### src/rtl/clex_pkg.sv
// shared types, codes and constant tables of the c subset lexer
package clex_pkg;

    localparam int unsigned     MAX_TOKEN_LEN_DEF = 512;
    localparam longint unsigned STREAM_BYTES_DEF  = 64'd1048576;

    localparam int BYTE_W  = 8;
    localparam int KIND_W  = 5;
    localparam int START_W = 20;
    localparam int LEN_W   = 10;

    typedef enum logic [KIND_W-1:0] {
        K_UNKNOWN    = 5'd0,
        K_NAME       = 5'd1,
        K_STRUCT     = 5'd2,
        K_RETURN     = 5'd3,
        K_IF         = 5'd4,
        K_ELSE       = 5'd5,
        K_NEWLINE    = 5'd6,
        K_PREPROC    = 5'd7,
        K_COMMENT    = 5'd8,
        K_FLOAT      = 5'd9,
        K_INT        = 5'd10,
        K_STRING     = 5'd11,
        K_LPAREN     = 5'd12,
        K_RPAREN     = 5'd13,
        K_LBRACK     = 5'd14,
        K_RBRACK     = 5'd15,
        K_LBRACE     = 5'd16,
        K_RBRACE     = 5'd17,
        K_SEMI       = 5'd18,
        K_STAR       = 5'd19,
        K_ASSIGN     = 5'd20,
        K_EQ         = 5'd21,
        K_COMMA      = 5'd22,
        K_ARROW      = 5'd23,
        K_PLUS       = 5'd24,
        K_MINUS      = 5'd25,
        K_INC        = 5'd26,
        K_DEC        = 5'd27,
        K_PLUSMINUS  = 5'd28,
        K_END        = 5'd29
    } t_kind;

    typedef enum logic [10:0] {
        M_IDLE    = 11'b000_0000_0001,
        M_NAME    = 11'b000_0000_0010,
        M_INT     = 11'b000_0000_0100,
        M_FLOAT   = 11'b000_0000_1000,
        M_STRING  = 11'b000_0001_0000,
        M_LINE    = 11'b000_0010_0000,
        M_COMMENT = 11'b000_0100_0000,
        M_SLASH   = 11'b000_1000_0000,
        M_EQ      = 11'b001_0000_0000,
        M_PLUS    = 11'b010_0000_0000,
        M_MINUS   = 11'b100_0000_0000
    } t_mode;

    typedef struct packed {
        t_kind              kind;
        logic [START_W-1:0] start;
        logic [LEN_W-1:0]   length;
        logic               too_long;
        logic               unterminated;
        logic               last_of_run;
    } t_token;

    // tokens one byte produced, handed from the scanner to the output buffer
    typedef struct packed {
        logic       vld;
        logic [1:0] cnt;
        t_token     tok0;
        t_token     tok1;
    } t_step;

    localparam logic [BYTE_W-1:0] CH_NUL    = 8'h00;
    localparam logic [BYTE_W-1:0] CH_TAB    = 8'h09;
    localparam logic [BYTE_W-1:0] CH_NL     = 8'h0a;
    localparam logic [BYTE_W-1:0] CH_SP     = 8'h20;
    localparam logic [BYTE_W-1:0] CH_QUOTE  = 8'h22;
    localparam logic [BYTE_W-1:0] CH_HASH   = 8'h23;
    localparam logic [BYTE_W-1:0] CH_LPAREN = 8'h28;
    localparam logic [BYTE_W-1:0] CH_RPAREN = 8'h29;
    localparam logic [BYTE_W-1:0] CH_STAR   = 8'h2a;
    localparam logic [BYTE_W-1:0] CH_PLUS   = 8'h2b;
    localparam logic [BYTE_W-1:0] CH_COMMA  = 8'h2c;
    localparam logic [BYTE_W-1:0] CH_MINUS  = 8'h2d;
    localparam logic [BYTE_W-1:0] CH_DOT    = 8'h2e;
    localparam logic [BYTE_W-1:0] CH_SLASH  = 8'h2f;
    localparam logic [BYTE_W-1:0] CH_SEMI   = 8'h3b;
    localparam logic [BYTE_W-1:0] CH_EQ     = 8'h3d;
    localparam logic [BYTE_W-1:0] CH_GT     = 8'h3e;
    localparam logic [BYTE_W-1:0] CH_LBRACK = 8'h5b;
    localparam logic [BYTE_W-1:0] CH_RBRACK = 8'h5d;
    localparam logic [BYTE_W-1:0] CH_LBRACE = 8'h7b;
    localparam logic [BYTE_W-1:0] CH_RBRACE = 8'h7d;

    // keyword spellings in order struct, return, if, else; unused places zero
    localparam int KW_N   = 4;
    localparam int KW_MAX = 6;
    localparam logic [BYTE_W-1:0] KW_TEXT [KW_N][KW_MAX] = '{
        '{8'h73, 8'h74, 8'h72, 8'h75, 8'h63, 8'h74},
        '{8'h72, 8'h65, 8'h74, 8'h75, 8'h72, 8'h6e},
        '{8'h69, 8'h66, 8'h00, 8'h00, 8'h00, 8'h00},
        '{8'h65, 8'h6c, 8'h73, 8'h65, 8'h00, 8'h00}
    };
    localparam logic [2:0] KW_LEN [KW_N] = '{3'd6, 3'd6, 3'd2, 3'd4};

endpackage

### src/rtl/clex_byte_if.sv
// source byte channel
interface clex_byte_if;
    import clex_pkg::*;

    logic              valid;
    logic              ready;
    logic [BYTE_W-1:0] source_byte;

    modport source (output valid, output source_byte, input ready);
    modport sink   (input valid, input source_byte, output ready);
endinterface

### src/rtl/clex_token_if.sv
// token result channel
interface clex_token_if;
    import clex_pkg::*;

    logic               valid;
    logic               ready;
    logic [KIND_W-1:0]  token_kind;
    logic [START_W-1:0] token_start;
    logic [LEN_W-1:0]   token_length;
    logic               too_long;
    logic               unterminated;
    logic               last_of_run;

    modport source (output valid, output token_kind, output token_start,
                    output token_length, output too_long, output unterminated,
                    output last_of_run, input ready);
    modport sink   (input valid, input token_kind, input token_start,
                    input token_length, input too_long, input unterminated,
                    input last_of_run, output ready);
endinterface

### src/rtl/clex_core.sv
// input register and per-byte scanner state update
module clex_core #(
    parameter int unsigned     MAX_TOKEN_LEN = clex_pkg::MAX_TOKEN_LEN_DEF,
    parameter longint unsigned STREAM_BYTES  = clex_pkg::STREAM_BYTES_DEF
) (
    input  logic             i_clk,
    input  logic             i_rst_n,
    clex_byte_if.sink        i_byte,
    input  logic             i_free,
    output clex_pkg::t_step  o_step
);
    import clex_pkg::*;

    localparam int POS_W = $clog2(STREAM_BYTES);
    localparam int CL_W  = $clog2(MAX_TOKEN_LEN + 1);
    localparam logic [CL_W-1:0]  MAX_LEN  = CL_W'(MAX_TOKEN_LEN);
    localparam logic [POS_W-1:0] POS_LAST = POS_W'(STREAM_BYTES - 64'd1);

    logic              r_in_vld;
    logic [BYTE_W-1:0] r_in_byte;

    t_mode             r_mode,  n_mode;
    logic [POS_W-1:0]  r_pos,   n_pos;
    logic [POS_W-1:0]  r_start, n_start;
    logic [CL_W-1:0]   r_len,   n_len;
    logic [KW_N-1:0]   r_kwc,   n_kwc;
    logic              r_sat,   n_sat;

    logic              fire;
    logic              is_alpha;
    logic              is_digit;
    logic [CL_W-1:0]   g_len;
    logic              g_sat;
    logic [KW_N-1:0]   kw_next;
    logic [KW_N-1:0]   kw_first;
    t_kind             name_kind;
    logic              a_vld, b_vld, taken;
    t_token            a_tok, b_tok;

    function automatic t_token mk_tok(t_kind kind, logic [POS_W-1:0] start,
                                      logic [CL_W-1:0] len, logic too,
                                      logic unterm);
        t_token t;
        t.kind         = kind;
        t.start        = START_W'(start);
        t.length       = LEN_W'(len);
        t.too_long     = too;
        t.unterminated = unterm;
        t.last_of_run  = 1'b0;
        return t;
    endfunction

    assign fire         = r_in_vld && i_free;
    assign i_byte.ready = !r_in_vld || fire;

    assign is_alpha = r_in_byte inside {[8'h41:8'h5a], [8'h61:8'h7a]};
    assign is_digit = r_in_byte inside {[8'h30:8'h39]};

    // saturating growth of the pending token
    assign g_len = (r_len < MAX_LEN) ? r_len + CL_W'(1) : r_len;
    assign g_sat = (r_len < MAX_LEN) ? r_sat : 1'b1;

    always_comb begin
        for (int k = 0; k < KW_N; k++) begin
            kw_next[k]  = r_kwc[k] && (r_len < CL_W'(KW_LEN[k]))
                          && (KW_TEXT[k][r_len[2:0]] == r_in_byte);
            kw_first[k] = (KW_TEXT[k][0] == r_in_byte);
        end
    end

    always_comb begin
        name_kind = K_NAME;
        if (!r_sat) begin
            if (r_kwc[0] && r_len == CL_W'(KW_LEN[0])) begin
                name_kind = K_STRUCT;
            end else if (r_kwc[1] && r_len == CL_W'(KW_LEN[1])) begin
                name_kind = K_RETURN;
            end else if (r_kwc[2] && r_len == CL_W'(KW_LEN[2])) begin
                name_kind = K_IF;
            end else if (r_kwc[3] && r_len == CL_W'(KW_LEN[3])) begin
                name_kind = K_ELSE;
            end
        end
    end

    always_comb begin
        n_mode  = r_mode;
        n_start = r_start;
        n_len   = r_len;
        n_sat   = r_sat;
        n_kwc   = r_kwc;
        n_pos   = (r_pos == POS_LAST) ? '0 : r_pos + POS_W'(1);
        a_vld   = 1'b0;
        a_tok   = '0;
        b_vld   = 1'b0;
        b_tok   = '0;
        taken   = 1'b0;

        // close or extend the pending token
        case (r_mode)
            M_NAME: begin
                if (is_alpha || is_digit) begin
                    n_kwc = kw_next;
                    n_len = g_len;
                    n_sat = g_sat;
                    taken = 1'b1;
                end else begin
                    a_vld  = 1'b1;
                    a_tok  = mk_tok(name_kind, r_start, r_len, r_sat, 1'b0);
                    n_mode = M_IDLE;
                end
            end
            M_INT: begin
                if (is_digit) begin
                    n_len = g_len;
                    n_sat = g_sat;
                    taken = 1'b1;
                end else if (r_in_byte == CH_DOT) begin
                    n_len  = g_len;
                    n_sat  = g_sat;
                    n_mode = M_FLOAT;
                    taken  = 1'b1;
                end else begin
                    a_vld  = 1'b1;
                    a_tok  = mk_tok(K_INT, r_start, r_len, r_sat, 1'b0);
                    n_mode = M_IDLE;
                end
            end
            M_FLOAT: begin
                if (is_digit) begin
                    n_len = g_len;
                    n_sat = g_sat;
                    taken = 1'b1;
                end else begin
                    a_vld  = 1'b1;
                    a_tok  = mk_tok(K_FLOAT, r_start, r_len, r_sat, 1'b0);
                    n_mode = M_IDLE;
                end
            end
            M_STRING: begin
                n_len = g_len;
                n_sat = g_sat;
                if (r_in_byte == CH_QUOTE) begin
                    a_vld  = 1'b1;
                    a_tok  = mk_tok(K_STRING, r_start, g_len, g_sat, 1'b0);
                    n_mode = M_IDLE;
                    taken  = 1'b1;
                end else if (r_in_byte == CH_NUL) begin
                    // open string at end of input: closed and flagged
                    a_vld  = 1'b1;
                    a_tok  = mk_tok(K_STRING, r_start, g_len, g_sat, 1'b1);
                    n_mode = M_IDLE;
                end else begin
                    taken = 1'b1;
                end
            end
            M_LINE, M_COMMENT: begin
                if (r_in_byte == CH_NL || r_in_byte == CH_NUL) begin
                    a_vld  = 1'b1;
                    a_tok  = mk_tok((r_mode == M_LINE) ? K_PREPROC : K_COMMENT,
                                    r_start, r_len, r_sat, 1'b0);
                    n_mode = M_IDLE;
                end else begin
                    n_len = g_len;
                    n_sat = g_sat;
                    taken = 1'b1;
                end
            end
            M_SLASH: begin
                if (r_in_byte == CH_SLASH) begin
                    n_len  = g_len;
                    n_sat  = g_sat;
                    n_mode = M_COMMENT;
                    taken  = 1'b1;
                end else begin
                    // lone slash
                    a_vld  = 1'b1;
                    a_tok  = mk_tok(K_UNKNOWN, r_start, CL_W'(1), 1'b0, 1'b0);
                    n_mode = M_IDLE;
                end
            end
            M_EQ: begin
                a_vld  = 1'b1;
                n_mode = M_IDLE;
                if (r_in_byte == CH_EQ) begin
                    a_tok = mk_tok(K_EQ, r_start, CL_W'(2), 1'b0, 1'b0);
                    taken = 1'b1;
                end else begin
                    a_tok = mk_tok(K_ASSIGN, r_start, CL_W'(1), 1'b0, 1'b0);
                end
            end
            M_PLUS: begin
                a_vld  = 1'b1;
                n_mode = M_IDLE;
                if (r_in_byte == CH_PLUS) begin
                    a_tok = mk_tok(K_INC, r_start, CL_W'(2), 1'b0, 1'b0);
                    taken = 1'b1;
                end else if (r_in_byte == CH_MINUS) begin
                    a_tok = mk_tok(K_PLUSMINUS, r_start, CL_W'(2), 1'b0, 1'b0);
                    taken = 1'b1;
                end else begin
                    a_tok = mk_tok(K_PLUS, r_start, CL_W'(1), 1'b0, 1'b0);
                end
            end
            M_MINUS: begin
                a_vld  = 1'b1;
                n_mode = M_IDLE;
                if (r_in_byte == CH_GT) begin
                    a_tok = mk_tok(K_ARROW, r_start, CL_W'(2), 1'b0, 1'b0);
                    taken = 1'b1;
                end else if (r_in_byte == CH_MINUS) begin
                    a_tok = mk_tok(K_DEC, r_start, CL_W'(2), 1'b0, 1'b0);
                    taken = 1'b1;
                end else begin
                    a_tok = mk_tok(K_MINUS, r_start, CL_W'(1), 1'b0, 1'b0);
                end
            end
            default: begin
                n_mode = M_IDLE;
            end
        endcase

        // byte not absorbed: lex it from scratch
        if (!taken) begin
            case (r_in_byte)
                CH_NUL: begin
                    b_vld  = 1'b1;
                    b_tok  = mk_tok(K_END, r_pos, CL_W'(1), 1'b0, 1'b0);
                    n_mode = M_IDLE;
                    n_kwc  = '1;
                    n_pos  = '0;
                end
                CH_SP, CH_TAB: begin
                end
                CH_NL: begin
                    b_vld = 1'b1;
                    b_tok = mk_tok(K_NEWLINE, r_pos, CL_W'(1), 1'b0, 1'b0);
                end
                CH_HASH, CH_SLASH, CH_QUOTE, CH_EQ, CH_PLUS, CH_MINUS: begin
                    n_start = r_pos;
                    n_len   = CL_W'(1);
                    n_sat   = 1'b0;
                    case (r_in_byte)
                        CH_HASH:  n_mode = M_LINE;
                        CH_SLASH: n_mode = M_SLASH;
                        CH_QUOTE: n_mode = M_STRING;
                        CH_EQ:    n_mode = M_EQ;
                        CH_PLUS:  n_mode = M_PLUS;
                        default:  n_mode = M_MINUS;
                    endcase
                end
                CH_LPAREN: begin
                    b_vld = 1'b1;
                    b_tok = mk_tok(K_LPAREN, r_pos, CL_W'(1), 1'b0, 1'b0);
                end
                CH_RPAREN: begin
                    b_vld = 1'b1;
                    b_tok = mk_tok(K_RPAREN, r_pos, CL_W'(1), 1'b0, 1'b0);
                end
                CH_LBRACK: begin
                    b_vld = 1'b1;
                    b_tok = mk_tok(K_LBRACK, r_pos, CL_W'(1), 1'b0, 1'b0);
                end
                CH_RBRACK: begin
                    b_vld = 1'b1;
                    b_tok = mk_tok(K_RBRACK, r_pos, CL_W'(1), 1'b0, 1'b0);
                end
                CH_LBRACE: begin
                    b_vld = 1'b1;
                    b_tok = mk_tok(K_LBRACE, r_pos, CL_W'(1), 1'b0, 1'b0);
                end
                CH_RBRACE: begin
                    b_vld = 1'b1;
                    b_tok = mk_tok(K_RBRACE, r_pos, CL_W'(1), 1'b0, 1'b0);
                end
                CH_SEMI: begin
                    b_vld = 1'b1;
                    b_tok = mk_tok(K_SEMI, r_pos, CL_W'(1), 1'b0, 1'b0);
                end
                CH_STAR: begin
                    b_vld = 1'b1;
                    b_tok = mk_tok(K_STAR, r_pos, CL_W'(1), 1'b0, 1'b0);
                end
                CH_COMMA: begin
                    b_vld = 1'b1;
                    b_tok = mk_tok(K_COMMA, r_pos, CL_W'(1), 1'b0, 1'b0);
                end
                default: begin
                    if (is_alpha) begin
                        n_start = r_pos;
                        n_len   = CL_W'(1);
                        n_sat   = 1'b0;
                        n_kwc   = kw_first;
                        n_mode  = M_NAME;
                    end else if (is_digit) begin
                        n_start = r_pos;
                        n_len   = CL_W'(1);
                        n_sat   = 1'b0;
                        n_mode  = M_INT;
                    end else begin
                        b_vld = 1'b1;
                        b_tok = mk_tok(K_UNKNOWN, r_pos, CL_W'(1), 1'b0, 1'b0);
                    end
                end
            endcase
        end
    end

    // pack up to two tokens, the closing one first
    always_comb begin
        o_step.vld  = r_in_vld;
        o_step.cnt  = {1'b0, a_vld} + {1'b0, b_vld};
        o_step.tok0 = a_vld ? a_tok : b_tok;
        o_step.tok1 = b_tok;
        o_step.tok0.last_of_run = !(a_vld && b_vld);
        o_step.tok1.last_of_run = 1'b1;
    end

    always_ff @(posedge i_clk) begin
        if (!i_rst_n) begin
            r_in_vld <= 1'b0;
            r_mode   <= M_IDLE;
            r_pos    <= '0;
            r_start  <= '0;
            r_len    <= '0;
            r_kwc    <= '1;
            r_sat    <= 1'b0;
        end else begin
            if (i_byte.ready) begin
                r_in_vld <= i_byte.valid;
            end
            if (fire) begin
                r_mode  <= n_mode;
                r_pos   <= n_pos;
                r_start <= n_start;
                r_len   <= n_len;
                r_kwc   <= n_kwc;
                r_sat   <= n_sat;
            end
        end
    end

    always_ff @(posedge i_clk) begin
        if (i_byte.ready) begin
            r_in_byte <= i_byte.source_byte;
        end
    end

endmodule

### src/rtl/clex_tokbuf.sv
// two-entry result buffer that hands tokens out one at a time
module clex_tokbuf (
    input  logic            i_clk,
    input  logic            i_rst_n,
    input  clex_pkg::t_step i_step,
    output logic            o_free,
    clex_token_if.source    o_token
);
    import clex_pkg::*;

    logic [1:0] r_cnt, n_cnt;
    t_token     r_ent0, n_ent0;
    t_token     r_ent1, n_ent1;
    logic       pop;
    logic       push;

    assign o_token.valid        = (r_cnt != 2'd0);
    assign o_token.token_kind   = r_ent0.kind;
    assign o_token.token_start  = r_ent0.start;
    assign o_token.token_length = r_ent0.length;
    assign o_token.too_long     = r_ent0.too_long;
    assign o_token.unterminated = r_ent0.unterminated;
    assign o_token.last_of_run  = r_ent0.last_of_run;

    assign pop    = o_token.valid && o_token.ready;
    assign o_free = (r_cnt == 2'd0) || (r_cnt == 2'd1 && o_token.ready);
    assign push   = i_step.vld && o_free;

    always_comb begin
        n_cnt  = r_cnt;
        n_ent0 = r_ent0;
        n_ent1 = r_ent1;
        if (push) begin
            n_ent0 = i_step.tok0;
            n_ent1 = i_step.tok1;
            n_cnt  = i_step.cnt;
        end else if (pop) begin
            if (r_cnt == 2'd2) begin
                n_ent0 = r_ent1;
                n_cnt  = 2'd1;
            end else begin
                n_cnt  = 2'd0;
            end
        end
    end

    always_ff @(posedge i_clk) begin
        if (!i_rst_n) begin
            r_cnt <= 2'd0;
        end else begin
            r_cnt <= n_cnt;
        end
    end

    always_ff @(posedge i_clk) begin
        r_ent0 <= n_ent0;
        r_ent1 <= n_ent1;
    end

endmodule

### src/rtl/c_subset_lexer.sv
// streaming lexer for a small c-like language, one source byte per item
//
// channels: i_byte takes one source byte per item (zero ends the stream);
// o_token gives one token per item: kind, start offset, length and flags,
// with last_of_run marking the final token a byte caused.
// order: a byte accepted sits in the input register, its tokens are
// written to the result buffer once that buffer is free and are offered
// to o_token from there. tokens whose kind depends on the following
// byte (names, numbers, = + - / and lines) come out when that following
// byte is processed; a string comes out with its closing quote or zero.
// throughput: one byte per cycle while each byte yields at most one token
// and o_token takes it; a byte yielding two tokens holds the input register
// until the single-token output port has drained the buffer to one entry.
// reset: the scanner goes idle between tokens, the position counter is
// cleared and both registers are emptied.
// stall: when o_token is held, the buffer keeps its tokens, the input
// register holds its byte and i_byte.ready drops once both are full.
module c_subset_lexer #(
    parameter int unsigned     MAX_TOKEN_LEN = clex_pkg::MAX_TOKEN_LEN_DEF,
    parameter longint unsigned STREAM_BYTES  = clex_pkg::STREAM_BYTES_DEF
) (
    input  logic          i_clk,
    input  logic          i_rst_n,
    clex_byte_if.sink     i_byte,
    clex_token_if.source  o_token
);
    import clex_pkg::*;

    // tokens of the byte in the input register
    t_step w_step;
    // buffer can take a whole byte's tokens this cycle
    logic  w_free;

    // scanner: input register plus next-state and token logic
    clex_core #(
        .MAX_TOKEN_LEN (MAX_TOKEN_LEN),
        .STREAM_BYTES  (STREAM_BYTES)
    ) u_core (
        .i_clk   (i_clk),
        .i_rst_n (i_rst_n),
        .i_byte  (i_byte),
        .i_free  (w_free),
        .o_step  (w_step)
    );

    // result register: holds up to two tokens and serialises them
    clex_tokbuf u_tokbuf (
        .i_clk   (i_clk),
        .i_rst_n (i_rst_n),
        .i_step  (w_step),
        .o_free  (w_free),
        .o_token (o_token)
    );

endmodule

### src/flat_wrapper.sv
// flat-port wrapper written by rule: the top's interface ports become plain ports
module c_subset_lexer_flat import clex_pkg::*;
#(
    parameter int unsigned     MAX_TOKEN_LEN = clex_pkg::MAX_TOKEN_LEN_DEF,
    parameter longint unsigned STREAM_BYTES  = clex_pkg::STREAM_BYTES_DEF
)
  (i_clk, i_rst_n, i_byte_valid, i_byte_source_byte, i_byte_ready, o_token_valid, o_token_token_kind, o_token_token_start, o_token_token_length, o_token_too_long, o_token_unterminated, o_token_last_of_run, o_token_ready);
  clex_byte_if i_byte_i ();
  clex_token_if o_token_i ();
  input  logic i_clk;
  input  logic i_rst_n;
  input wire logic [$bits(i_byte_i.valid)-1:0] i_byte_valid;
  input wire logic [$bits(i_byte_i.source_byte)-1:0] i_byte_source_byte;
  output wire logic [$bits(i_byte_i.ready)-1:0] i_byte_ready;
  output wire logic [$bits(o_token_i.valid)-1:0] o_token_valid;
  output wire logic [$bits(o_token_i.token_kind)-1:0] o_token_token_kind;
  output wire logic [$bits(o_token_i.token_start)-1:0] o_token_token_start;
  output wire logic [$bits(o_token_i.token_length)-1:0] o_token_token_length;
  output wire logic [$bits(o_token_i.too_long)-1:0] o_token_too_long;
  output wire logic [$bits(o_token_i.unterminated)-1:0] o_token_unterminated;
  output wire logic [$bits(o_token_i.last_of_run)-1:0] o_token_last_of_run;
  input wire logic [$bits(o_token_i.ready)-1:0] o_token_ready;
  assign i_byte_i.valid = i_byte_valid;
  assign i_byte_i.source_byte = i_byte_source_byte;
  assign i_byte_ready = i_byte_i.ready;
  assign o_token_valid = o_token_i.valid;
  assign o_token_token_kind = o_token_i.token_kind;
  assign o_token_token_start = o_token_i.token_start;
  assign o_token_token_length = o_token_i.token_length;
  assign o_token_too_long = o_token_i.too_long;
  assign o_token_unterminated = o_token_i.unterminated;
  assign o_token_last_of_run = o_token_i.last_of_run;
  assign o_token_i.ready = o_token_ready;
  c_subset_lexer #(.MAX_TOKEN_LEN(MAX_TOKEN_LEN), .STREAM_BYTES(STREAM_BYTES)) u_core (.i_clk(i_clk), .i_rst_n(i_rst_n), .i_byte(i_byte_i), .o_token(o_token_i));
endmodule
### config.mk
export PLATFORM = sky130hd
export DESIGN_NAME = c_subset_lexer_flat
export DESIGN_NICKNAME = d
export VERILOG_FILES = /design/src/rtl/clex_pkg.sv /design/src/rtl/clex_byte_if.sv /design/src/rtl/clex_token_if.sv /design/src/rtl/clex_core.sv /design/src/rtl/clex_tokbuf.sv /design/src/rtl/c_subset_lexer.sv /design/src/flat_wrapper.sv
export SDC_FILE = /design/constraint.sdc
export NUM_CORES = 1
export LEC_CHECK = 0
export BUFFER_PORTS_ARGS = -buffer_cell sky130_fd_sc_hd__buf_2
export CAP_MARGIN = 10
export CELL_PAD_IN_SITES_DETAIL_PLACEMENT = 1
export CELL_PAD_IN_SITES_GLOBAL_PLACEMENT = 1
export CORE_MARGIN = 10
export CORE_UTILIZATION = 52
export CTS_BUF_LIST = sky130_fd_sc_hd__clkbuf_4 sky130_fd_sc_hd__clkbuf_8
export DETAILED_ROUTE_END_ITERATION = 7
export GPL_TIMING_DRIVEN = 0
export PLACE_DENSITY = 0.89
export SYNTH_ARGS = -nofsm -noshare
export SYNTH_HDL_FRONTEND = slang
export SYNTH_SLANG_ARGS = --single-unit
### constraint.sdc
create_clock -name i_clk -period 7.95 [get_ports i_clk]
set_input_delay 1.59 -clock i_clk [delete_from_list [all_inputs] [get_ports i_clk]]
set_output_delay 1.59 -clock i_clk [all_outputs]
set_load 0.02 [all_outputs]
==> impl_metrics.env <==
export IMPL_avgSynthCellArea_um2=8.998
export IMPL_layout_setup_ws_ns=3.669
export IMPL_rsz0062_at_grt="false"
export IMPL_powerDensity_mw_per_mm2=185.1
export IMPL_antenna_found_initial=0
export IMPL_wirelength_um=26940
export IMPL_worstMarginPinSlew_ns=1.046
export IMPL_clkPwrFrac=0.403
export IMPL_synth_nets=908
export IMPL_areaGrowthSynthToFinish_pct=12.05
export IMPL_grt_pass1_vias=7695
export IMPL_portBuffers=50
export IMPL_path_class="reg2reg"
export IMPL_netlist_instances=886
export IMPL_ys_types=72
export IMPL_cts_root_buf="clkbuf_8"
export IMPL_fin_worst_skew_ns=0.01424
export IMPL_finalHoldViolations=0
export IMPL_pwr_share_seq=0.486
export IMPL_grt_max_degree=36
export IMPL_internal_power_w=0.001191
export IMPL_vdd_drop_max_v=0.00009130
export IMPL_status="complete, no violations"
export IMPL_clk_pin_slew_ns=0.08
export IMPL_route_detailed_drc=0
export IMPL_clock_path_buffers=2
export IMPL_ctsHoldBuffers=0
export IMPL_synth_ff_type="edfxtp_1"
export IMPL_slew_headroom=0.3010
export IMPL_final_antenna_net_count=0
export IMPL_cts_tree="built"
export IMPL_track_usage=0.2623
export IMPL_clock_fmax_mhz=233.6
export IMPL_final_util=0.5920
export IMPL_synth_edff_count=72
export IMPL_ys_warn_count=0
export IMPL_async_reset_ff_frac=0
export IMPL_crit_arrival_ns=4.53
export IMPL_dr_first_iter_drc_count=719
export IMPL_cts_buffers_inserted=17
export IMPL_cts_resized=0
export IMPL_setup_violations=0
export IMPL_syn_area_mm2=0.007973
export IMPL_dieWidth_um=143.8
export IMPL_clock_sinks=141
export IMPL_p_comb_frac=0.112
export IMPL_rows=45
export IMPL_fin_tns_setup_ns=0
export IMPL_die_y_um=143.8
export IMPL_post_cts_buffers=0
export IMPL_whs_ns=0.5176
export IMPL_clk_latency_ns=0.47
export IMPL_grt_pass1_wl_um=42580
export IMPL_final_cell_mix="nand2_1, nor2_1, edfxtp_1"
export IMPL_nNetsFinal=978
export IMPL_vias=7513
export IMPL_p_sw_w=0.0004627
export IMPL_fin_crit_sh=0.5385
export IMPL_leakage_nw=3.334
export IMPL_antenna_cells=0
export IMPL_finalMaxSlewViolations=0
export IMPL_initial_core_util=0.5284
export IMPL_ios=52
export IMPL_dieArea_mm2=0.02068
export IMPL_required_ns=8.20
export IMPL_synth_seq_cells=141
export IMPL_pre_cts_ws_ns=3.772
export IMPL_dr_pass1_iters=8
export IMPL_hold_path_class="reg2reg"
export IMPL_cp_start_kind="flip-flop"
export IMPL_drt_wirelength_per_cell_um=23.29
export IMPL_gp_congestion=0.9640
export IMPL_hpwlAfterDp_um=19000
export IMPL_period_needed_ns=4.281
export IMPL_cp_max_fo=10
export IMPL_switching_share=0.2799
export IMPL_core_mm2=0.01509
export IMPL_avgViaCountPerCell=6.494
export IMPL_ys_seq_area_frac=0.4444
export IMPL_htree_levels=4
export IMPL_drv_cap=0
export IMPL_grt_ovfl_total=0
export IMPL_cp_end_kind="flip-flop"
export IMPL_layout_drive_gt1_share=0.1321
export IMPL_mostFrequentLayoutCell="nand2_1"
[cell usage after synthesis, types with 14 or more instances]
| library cell | number | share of area |
|---|---|---|
| a21oi_1 | 47 | 0.030 |
| clkbuf_1 | 49 | 0.023 |
| nand2_1 | 94 | 0.044 |
| a31oi_1 | 17 | 0.013 |
| nand4_1 | 14 | 0.011 |
| nor4_2 | 16 | 0.025 |
| nor2_1 | 77 | 0.036 |
| mux2i_1 | 40 | 0.050 |
| nand3_1 | 40 | 0.025 |
| nor4_1 | 18 | 0.014 |
| and3_1 | 16 | 0.013 |
| dfxtp_1 | 69 | 0.17 |
| o21ai_1 | 24 | 0.015 |
| nor3_1 | 20 | 0.013 |
| edfxtp_1 | 72 | 0.27 |
| o21ai_0 | 43 | 0.027 |
| inv_1 | 31 | 0.015 |
[power by group through the flow]
stage          clock, W  sequential (W)  combinational (W)
5_1_grt        0.000699        0.000806           0.000200
3_5_place_dp          0        0.000820           0.000181
3_3_place_gp          0        0.000820           0.000172
2_1_floorplan         0        0.000837          0.0000981
6_report       0.000666        0.000803           0.000185
4_1_cts        0.000665        0.000803           0.000182
[final timing paths]
check	start	end	slack, ns	cells past startpoint
setup / recovery	u_core.u_core.r_in_byte[5]$_DFFE_PP_	u_core.u_tokbuf.o_token.token_kind[4]$_DFFE_PP_	3.67	9
hold reg to reg	u_core.u_core.r_start[2]$_SDFFE_PN0P_	u_core.u_core.r_start[2]$_SDFFE_PN0P_	0.52	2
setup reg to reg	u_core.u_core.r_in_byte[5]$_DFFE_PP_	u_core.u_tokbuf.o_token.token_kind[4]$_DFFE_PP_	3.67	9
hold / removal	u_core.u_core.r_start[2]$_SDFFE_PN0P_	u_core.u_core.r_start[2]$_SDFFE_PN0P_	0.52	2
[layer usage]
layer | vias to the layer above | track usage | part of all wire
met1 | 3711 | 0.3447 | 0.44
met2 | 312 | 0.4119 | 0.47
li1 | 3434 | - | -
met3 | 56 | 0.05479 | 0.070
met5 | - | 0 | 0
met4 | 0 | 0.1032 | 0.024
[per-stage QoR]
stage	total power (W)	cells	cell area, um2
after global placement	0.0009925	1124	8458
after global routing	0.001705	1157	8934
after detailed placement	0.001000	1125	8491
after CTS	0.001650	1157	8934
final	0.001653	1157	8934
after floorplan	0.0009350	886	7973
[worst max-delay path, cell delays in order, from the launching register on]
cell and delay (ns):
edfxtp_1 0.39, clkbuf_1 0.32, nor3b_1 0.70, o221a_2 0.38, nor3_1 0.08, a211o_1 0.39, nor3_2 0.75, inv_1 0.30
or3_1 0.43, a31oi_1 0.31
[final cells by class]
class                   instances  area, um2
multi-input cells             648       4058
plain buffers                  65      264.0
clock buffers                  17      234.0
flip-flops and latches        141       3543
well taps                     188      235.2
fillers                      1789       6156
inverters                      32      120.1
clock inverters                15      209.0
repair buffers                 51      270.3
[logic make-up after synthesis]
family / count (synthesis) / synth area share
compound gates: 212 / 0.1679
fa+ha+maj: 10 / 0.01569
simple gates: 369 / 0.2547
mux: 41 / 0.05163
flops: 141 / 0.4444
buf+inv: 97 / 0.04802
xor+xnor: 16 / 0.01758
[sequential cells by signal, summed over array words and instances (netlist names)]
signal,cells
u_core.u_tokbuf.o_token.last_of_run,1
u_core.u_tokbuf.r_cnt,2
u_core.u_tokbuf.o_token.token_start,20
u_core.u_core.r_in_vld,1
u_core.u_tokbuf.o_token.token_length,10
u_core.u_tokbuf.r_ent1,26
u_core.u_core.r_pos,20
u_core.u_tokbuf.o_token.unterminated,1
u_core.u_tokbuf.o_token.too_long,1
u_core.u_core.r_in_byte,8
u_core.u_core.r_kwc,4
u_core.u_core.r_mode,11
u_core.u_core.r_start,20
u_core.u_core.r_len,10
u_core.u_tokbuf.o_token.token_kind,5
u_core.u_core.r_sat,1
Power figures use the tool's default switching activity.
